### src/rtl/vna_pkg.sv
// Package for the vertex normal accumulator: sizes, op codes, shared types.
// No dependencies.
package vna_pkg;
  localparam int MaxVertices = 1024;
  localparam int IdxW = 10;
  localparam int SumW = 24;
  localparam int PosW = 24;

  localparam logic [1:0] OP_LOAD   = 2'd0;
  localparam logic [1:0] OP_ADD    = 2'd1;
  localparam logic [1:0] OP_READ   = 2'd2;
  localparam logic [1:0] OP_UNUSED = 2'd3;

  // request/response between sequencer and normalizer
  typedef struct packed {
    logic signed [63:0] vx;
    logic signed [63:0] vy;
    logic signed [63:0] vz;
  } vec_t;

  typedef struct packed {
    logic        ok;
    logic signed [15:0] qx;
    logic signed [15:0] qy;
    logic signed [15:0] qz;
  } unit_t;
endpackage

### src/rtl/vna_unitize.sv
// Iterative vector normalizer: leading-one scale, bit-serial sqrt, serial divides.
// Depends on vna_pkg.
module vna_unitize (
  input  logic           clk,
  input  logic           rst,
  input  logic           go,
  input  vna_pkg::vec_t  vin,
  output logic           done,
  output vna_pkg::unit_t res
);
  import vna_pkg::*;

  localparam logic [2:0] S_IDLE = 3'd0;
  localparam logic [2:0] S_NORM = 3'd1;
  localparam logic [2:0] S_SQ   = 3'd2;
  localparam logic [2:0] S_SQRT = 3'd3;
  localparam logic [2:0] S_DIV  = 3'd4;
  localparam logic [2:0] S_OUT  = 3'd5;

  logic [2:0]  state;
  logic [63:0] mag [3];
  logic [2:0]  neg;
  logic [1:0]  comp;
  logic [63:0] s, r, bitv;
  logic [47:0] num, quo;
  logic [32:0] rem;
  logic [5:0]  cnt;
  logic [15:0] q [3];

  logic [63:0] m01, mmax;
  logic [63:0] rb;
  logic [32:0] rem_sh;
  logic [29:0] sq_op;
  logic [59:0] sq_prod;
  logic [63:0] sq_term;
  logic [16:0] rnd;

  // magnitudes are below 2^30 once scaled, so a 30-bit square suffices
  always_comb begin
    m01  = (mag[0] > mag[1]) ? mag[0] : mag[1];
    mmax = (m01 > mag[2]) ? m01 : mag[2];
    rb   = r + bitv;
    rem_sh = {rem[31:0], num[47]};
    sq_op = mag[comp][29:0];
    sq_prod = sq_op * sq_op;
    sq_term = {4'd0, sq_prod};
    rnd = quo[16:0];
  end

  // done strobe: zero vector found, or last component written
  always_ff @(posedge clk) begin
    if (rst) done <= 1'b0;
    else done <= ((state == S_NORM) && (mmax == 64'd0)) ||
                 ((state == S_OUT) && (comp == 2'd2));
  end

  always_ff @(posedge clk) begin
    if (rst) begin
      state <= S_IDLE;
    end else begin
      unique case (state)
        S_IDLE: begin
          if (go) begin
            neg <= {vin.vz[63], vin.vy[63], vin.vx[63]};
            mag[0] <= vin.vx[63] ? 64'(-vin.vx) : vin.vx;
            mag[1] <= vin.vy[63] ? 64'(-vin.vy) : vin.vy;
            mag[2] <= vin.vz[63] ? 64'(-vin.vz) : vin.vz;
            state <= S_NORM;
          end
        end
        // shift one bit a cycle until max lies in [2^29, 2^30)
        S_NORM: begin
          if (mmax == 64'd0) begin
            res <= '0;
            state <= S_IDLE;
          end else if (mmax >= (64'd1 << 30)) begin
            for (int i = 0; i < 3; i++) mag[i] <= mag[i] >> 1;
          end else if (mmax < (64'd1 << 29)) begin
            for (int i = 0; i < 3; i++) mag[i] <= mag[i] << 1;
          end else begin
            s <= '0;
            comp <= 2'd0;
            state <= S_SQ;
          end
        end
        // sum of squares, one product a cycle
        S_SQ: begin
          s <= s + sq_term;
          if (comp == 2'd2) begin
            r <= '0;
            bitv <= 64'd1 << 62;
            state <= S_SQRT;
          end else begin
            comp <= comp + 2'd1;
          end
        end
        S_SQRT: begin
          if (bitv == 64'd0) begin
            comp <= 2'd0;
            num <= {mag[0][32:0], 15'd0} + {16'd0, r[32:1]};
            rem <= '0;
            cnt <= '0;
            state <= S_DIV;
          end else begin
            if (s >= rb) begin
              s <= s - rb;
              r <= (r >> 1) + bitv;
            end else begin
              r <= r >> 1;
            end
            bitv <= bitv >> 2;
          end
        end
        // restoring division, one quotient bit a cycle
        S_DIV: begin
          if (rem_sh >= r[32:0]) begin
            rem <= rem_sh - r[32:0];
            quo <= {quo[46:0], 1'b1};
          end else begin
            rem <= rem_sh;
            quo <= {quo[46:0], 1'b0};
          end
          num <= {num[46:0], 1'b0};
          cnt <= cnt + 6'd1;
          if (cnt == 6'd47) state <= S_OUT;
        end
        S_OUT: begin
          if (neg[comp]) q[comp] <= (rnd >= 17'd32768) ? 16'h8000 : 16'(-rnd);
          else q[comp] <= (rnd >= 17'd32767) ? 16'h7fff : rnd[15:0];
          if (comp == 2'd2) begin
            res.ok <= 1'b1;
            res.qx <= q[0];
            res.qy <= q[1];
            res.qz <= (neg[2]) ? ((rnd >= 17'd32768) ? 16'h8000 : 16'(-rnd))
                              : ((rnd >= 17'd32767) ? 16'h7fff : rnd[15:0]);
            state <= S_IDLE;
          end else begin
            comp <= comp + 2'd1;
            num <= {mag[comp + 2'd1][32:0], 15'd0} + {16'd0, r[32:1]};
            rem <= '0;
            cnt <= '0;
            state <= S_DIV;
          end
        end
        default: state <= S_IDLE;
      endcase
    end
  end
endmodule

### config.mk
export PLATFORM = sky130hd
export DESIGN_NAME = vna_unitize
export DESIGN_NICKNAME = d
export VERILOG_FILES = /design/src/rtl/vna_pkg.sv /design/src/rtl/vna_unitize.sv
export SDC_FILE = /design/constraint.sdc
export NUM_CORES = 2
export LEC_CHECK = 0
export ABC_AREA = 1
export BUFFER_PORTS_ARGS = -buffer_cell sky130_fd_sc_hd__buf_2
export CORE_ASPECT_RATIO = 0.8
export CORE_MARGIN = 4
export CORE_UTILIZATION = 36
export DETAILED_ROUTE_END_ITERATION = 12
export GPL_TIMING_DRIVEN = 0
export MAX_ROUTING_LAYER = met4
export PLACE_DENSITY = 0.52
export SYNTH_ARGS = -nofsm -noshare
export SYNTH_HDL_FRONTEND = slang
export SYNTH_SLANG_ARGS = --single-unit
### constraint.sdc
create_clock -name clk -period 33.6 [get_ports clk]
set_clock_uncertainty 0.15 [all_clocks]
set_input_delay 6.72 -clock clk [delete_from_list [all_inputs] [get_ports clk]]
set_output_delay 6.72 -clock clk [all_outputs]
set_load 0.01 [all_outputs]
Yosys cells after proc, flatten, opt, wreduce, memory -nomap -nowiden
Memories as Yosys holds them, arrays and structs flattened. A register that Yosys moved wholly into a read port is not among the register bits.
Cells that the tools add are included.
- bits in registers: 353
- memory bits (writable): 240
- memories kept: 2
- reductions and logical operators: 20
- bitwise operators: 8
- multiply operators: 1
- equality and inequality tests: 22
- order comparisons: 9
- muxes and demuxes: 83
- $add $sub $neg: 13
- memory list (memory ; depth ; width ; rd ports ; clocked after Yosys merged registers in ; wr ports ; RTL line ; source):
    mag ; 3 ; 64 ; 5 ; 1 ; 3 ; vna_unitize.sv:21 ; logic [63:0] mag [3];
    q ; 3 ; 16 ; 2 ; 0 ; 1 ; vna_unitize.sv:28 ; logic [15:0] q [3];
- operators by type and width (kind ; count):
    two-way mux 64 bit ; 21
    one-hot mux 64 bit (2 select lines) ; 2
    negation 64 bit ; 3
    one-hot mux 64 bit (3 select lines) ; 1
    one-hot mux 48 bit (3 select lines) ; 1
    greater-than comparator 64 bit ; 2
    zero test 64 bit ; 2
    two-way mux 49 bit ; 2
    one-hot mux 49 bit (2 select lines) ; 1
    adder 48 x 32 -> 48 bit ; 2
    two-way mux 32 bit ; 3
    two-way mux 48 bit ; 2
    one-hot mux 32 bit (3 select lines) ; 1
    adder 63 x 64 -> 64 bit ; 1
    adder 64 x 60 -> 64 bit ; 1
    adder 64 bit ; 1
    >= comparator 64 x 31 -> 1 bit, second input constant ; 1
    >= comparator 64 bit ; 1
    less-than comparator 64 x 30 -> 1 bit, second input constant ; 1
    two-way mux 16 bit ; 4
    subtractor 64 bit ; 1
    multiplier 30 x 30 -> 60 bit ; 1
    >= comparator 33 bit ; 1
    subtractor 32 bit ; 1
    35 further kinds ; 99

Logic depth before layout (Yosys ltp)
An unclocked memory read counts as a cell.
- depth in word-level cells: 13
- depth in mapped cells: 48

Worst setup path before layout
Ideal clock, no wire load.
- path kind: input -> register
- start: input port rst
- end: register bitv[0], enable pin
- slack: 18993 ps
- stages: 1
- arrival time: 13763 ps
- required time: 32756 ps
- buffers on the path: 0
- setup time: 694 ps
- cell sequence: a211oi_1
- longest elaborated chain between the ends: 2
- ends and longest elaborated chain (element ; RTL line ; source):
    from (decl) ; vna_unitize.sv:5 ; input logic rst,
    inverter 1 bit (no source line) ; -- ;
    AND reduction 4 bit (no source line) ; -- ;
    to (signal assigned) ; vna_unitize.sv:91 ; bitv <= 64'd1 << 62;
    to (signal assigned) ; vna_unitize.sv:111 ; bitv <= bitv >> 2;
    to (decl) ; vna_unitize.sv:24 ; logic [63:0] s, r, bitv;
Every way passes these cells.
A chain may end at the register's enable or synchronous reset.

==> metrics.txt <==
status=completed; Setup crit start kind=flop; vias per cell=5.401; vias in the first global route=67,244; Hold Fails Final Rpt=0; final setup fails=0; Mapped Area=0.07399 mm²; area of the multi-input gates=0.04953 mm²; Area Overhead vs Synth=10.25%; post-CTS sizing=0; Rows=148; WP buf/inv=9; most common cell after layout, fill and taps aside=inv_1; fin worst setup slack=21.83 ns; RSZ-0062 raised after global routing=false; crit-path leading delay family=adder cells; minimum clock period=11.77 ns; grt total ovfl=0; core area=0.2039 mm²; reg2reg end=s[58]$_DFFE_PP_; gpl congestion=1.019; Final period util=35.03%; Async S/R FF share, synth=0%; CP Max Fanout=10; warnings from Yosys=0; average routed wire per standard cell=23.92 µm; Cells after Synth=9,593; flop2flop setup slack=21.83 ns; # H-tree levels=3; layout cells sized above 1=6.178%; largest net degree at the start of global routing=32; Crit path required time=between 30 and 40 ns; Die W=514.9 µm; Critical Path End Type=flop; average size of a mapped cell=7.713 µm²; Fillers=between 20,000 and 25,000; clock sink count=~550; Max Fclk=84.96 MHz; Worst Hold Class=reg -> reg; post-CTS setup repair buffer count=0; ys flop type=edfxtp_1; count of input and output buffers=244; GRT Overall Usage=29.05%; Post-Syn Nets=11,108; first-pass GRT wire length=447,300 µm; DRC violations left=0; die area=0.2129 mm²; Clk Latency, worst-skew pair=0.71 ns; Post-synth EDFFs=between 500 and 600; Root Buffer Master=clkbuf_16; hold wc startpoint=quo[8]$_DFFE_PP_; Hold-fix buffers, CTS=0; commonest non-fill, non-tap cells in the layout=1,742 x inv_1, 1,672 x nand2_1, 1,083 x nor2_1; Ports=245; initial antenna violation count=20; slew at the pin closest to its max-slew limit=approximately 1.5 ns; Final Slew Violations=0; Netlist cell types=67; total CTS buffers=70; Worst R2R Path Depth=38; Crit Path Class=reg -> reg; Yosys reg bits=547; Max stage delay on crit path=~1.0 ns; Vias=68,656; worst path arrival time=12.04 ns; slowest CP cell=buf_1; clock slew seen by the registers of the worst setup and hold paths=around 0.060 ns; Setup WS pre-CTS=22.26 ns; Post-Route WL=304,100 µm; CTS Buffer Depth=3; DP HPWL=255,200 µm; Seq/Total Area, Yosys=~22%; critical path capture point=s[58]$_DFFE_PP_; chip height=413.5 µm; total of max-cap violations=0; Slew headroom=~2.2%; Starting Density=36.29%; Crit path depth=38; Final TNS setup=0 ns; Iteration-0 DRC Markers=approximately 7,400; CTS tree=built; post-route antenna net violation count=0; fin nets=11,462; Sequential Area=0.01637 mm²; first-pass detailed-route iteration total=6
layer usage:
| layer | vias to the layer above | share of wire (%) | global-route usage [%] |
|---|---|---|---|
| met3 | 358 | 8.6 | 5.174 |
| met2 | 2801 | 42 | 41.72 |
| met5 | - | 0 | - |
| met1 | 33667 | 47 | 42.13 |
| met4 | 0 | 2.9 | 7.411 |
| li1 | 31830 | - | - |
worst register-to-register path: cells and delay by family (launching register included):
kind            cells  cell delay, ns
compound gates      6            1.22
fa+ha+maj           9            4.37
buf+inv             9            3.33
flops               1            0.62
simple gates       14            1.80
metrics by stage:
step	cell area [µm²]	hold slack, ns	instances	utilization, %
2_1_floorplan	73990	0.2744	9593	-
3_3_place_gp	78590	0.2850	12537	38.55
3_5_place_dp	79240	0.2973	12575	38.87
4_1_cts	81540	0.3135	12703	40.00
5_1_grt	81560	0.3192	12708	40.00
6_report	81570	0.3105	12712	40.01
synthesized netlist by cell type, types with 5 or more instances:
master / instances / area [µm²]
nor2_2: 5 / 31.28
buf_6: 25 / 281.5
ha_1: 563 / 7044
o31ai_1: 11 / 82.58
buf_1: 30 / 112.6
a211oi_1: 13 / 97.59
and3_1: 8 / 50.05
inv_2: 7 / 26.28
o22ai_1: 47 / 294.0
a31oi_1: 69 / 431.7
edfxtp_1: 541 / 16250
a21o_1: 15 / 112.6
buf_4: 16 / 120.1
nand3_1: 589 / 2948
o21ai_1: 59 / 295.3
buf_2: 76 / 380.4
a21boi_0: 12 / 90.09
nor2_1: 1088 / 4084
o21ai_0: 555 / 2778
o21bai_1: 14 / 105.1
nor3_1: 122 / 610.6
and2_1: 22 / 137.6
inv_1: 1742 / 6539
a22oi_1: 16 / 120.1
nor4_1: 78 / 488.0
clkinv_1: 13 / 48.80
fa_1: 757 / 15150
nand3b_1: 18 / 135.1
dfxtp_1: 6 / 120.1
xnor2_1: 134 / 1174
nand2_1: 1672 / 6276
nor3_2: 7 / 70.07
or2_2: 76 / 475.5
xor2_1: 162 / 1419
o21a_1: 38 / 285.3
clkbuf_1: 174 / 653.1
nand4_1: 74 / 462.9
a21oi_1: 567 / 2838
o211ai_1: 124 / 930.9
flip-flops by register name (all words and copies together) (netlist names), 6 cells and up, named ones only:
signal and cells:
mag 192, r 64, s 64, res 49
num 48, bitv 32, q 32, rem 32
quo 17, cnt 6
cell type report:
class	count	share of cell area (%)
Multi-Input combinational cell	6963	60.71
Sequential cell	547	20.06
Inverter	1762	8.108
Clock buffer	84	2.212
Timing Repair Buffer	282	2.230
Tap cell	2700	4.141
Buffer	321	1.897
Clock inverter	44	0.6059
Antenna cell	9	0.02761
kinds of logic after synthesis:
logic type	synth area share, %
buffers and inverters	11.03
flip-flops	22.12
AND/OR/NAND/NOR	21.57
AO/OA/AOI/OAI	11.77
adder cells (fa/ha/maj)	30.00
XOR/XNOR	3.504
how the worst min path moves through the flow:
stage / endpoint / cells after the start
final: quo[9]$_DFFE_PP_ / 0
after global routing: quo[9]$_DFFE_PP_ / 0
after CTS: quo[9]$_DFFE_PP_ / 0
after detailed placement: quo[9]$_DFFE_PP_ / 0
after global placement: quo[16]$_DFFE_PP_ / 0
after floorplan: quo[9]$_DFFE_PP_ / 0
Power is not shown: default switching activity piles up to over one toggle a cycle in this logic, so the estimate is an artifact.
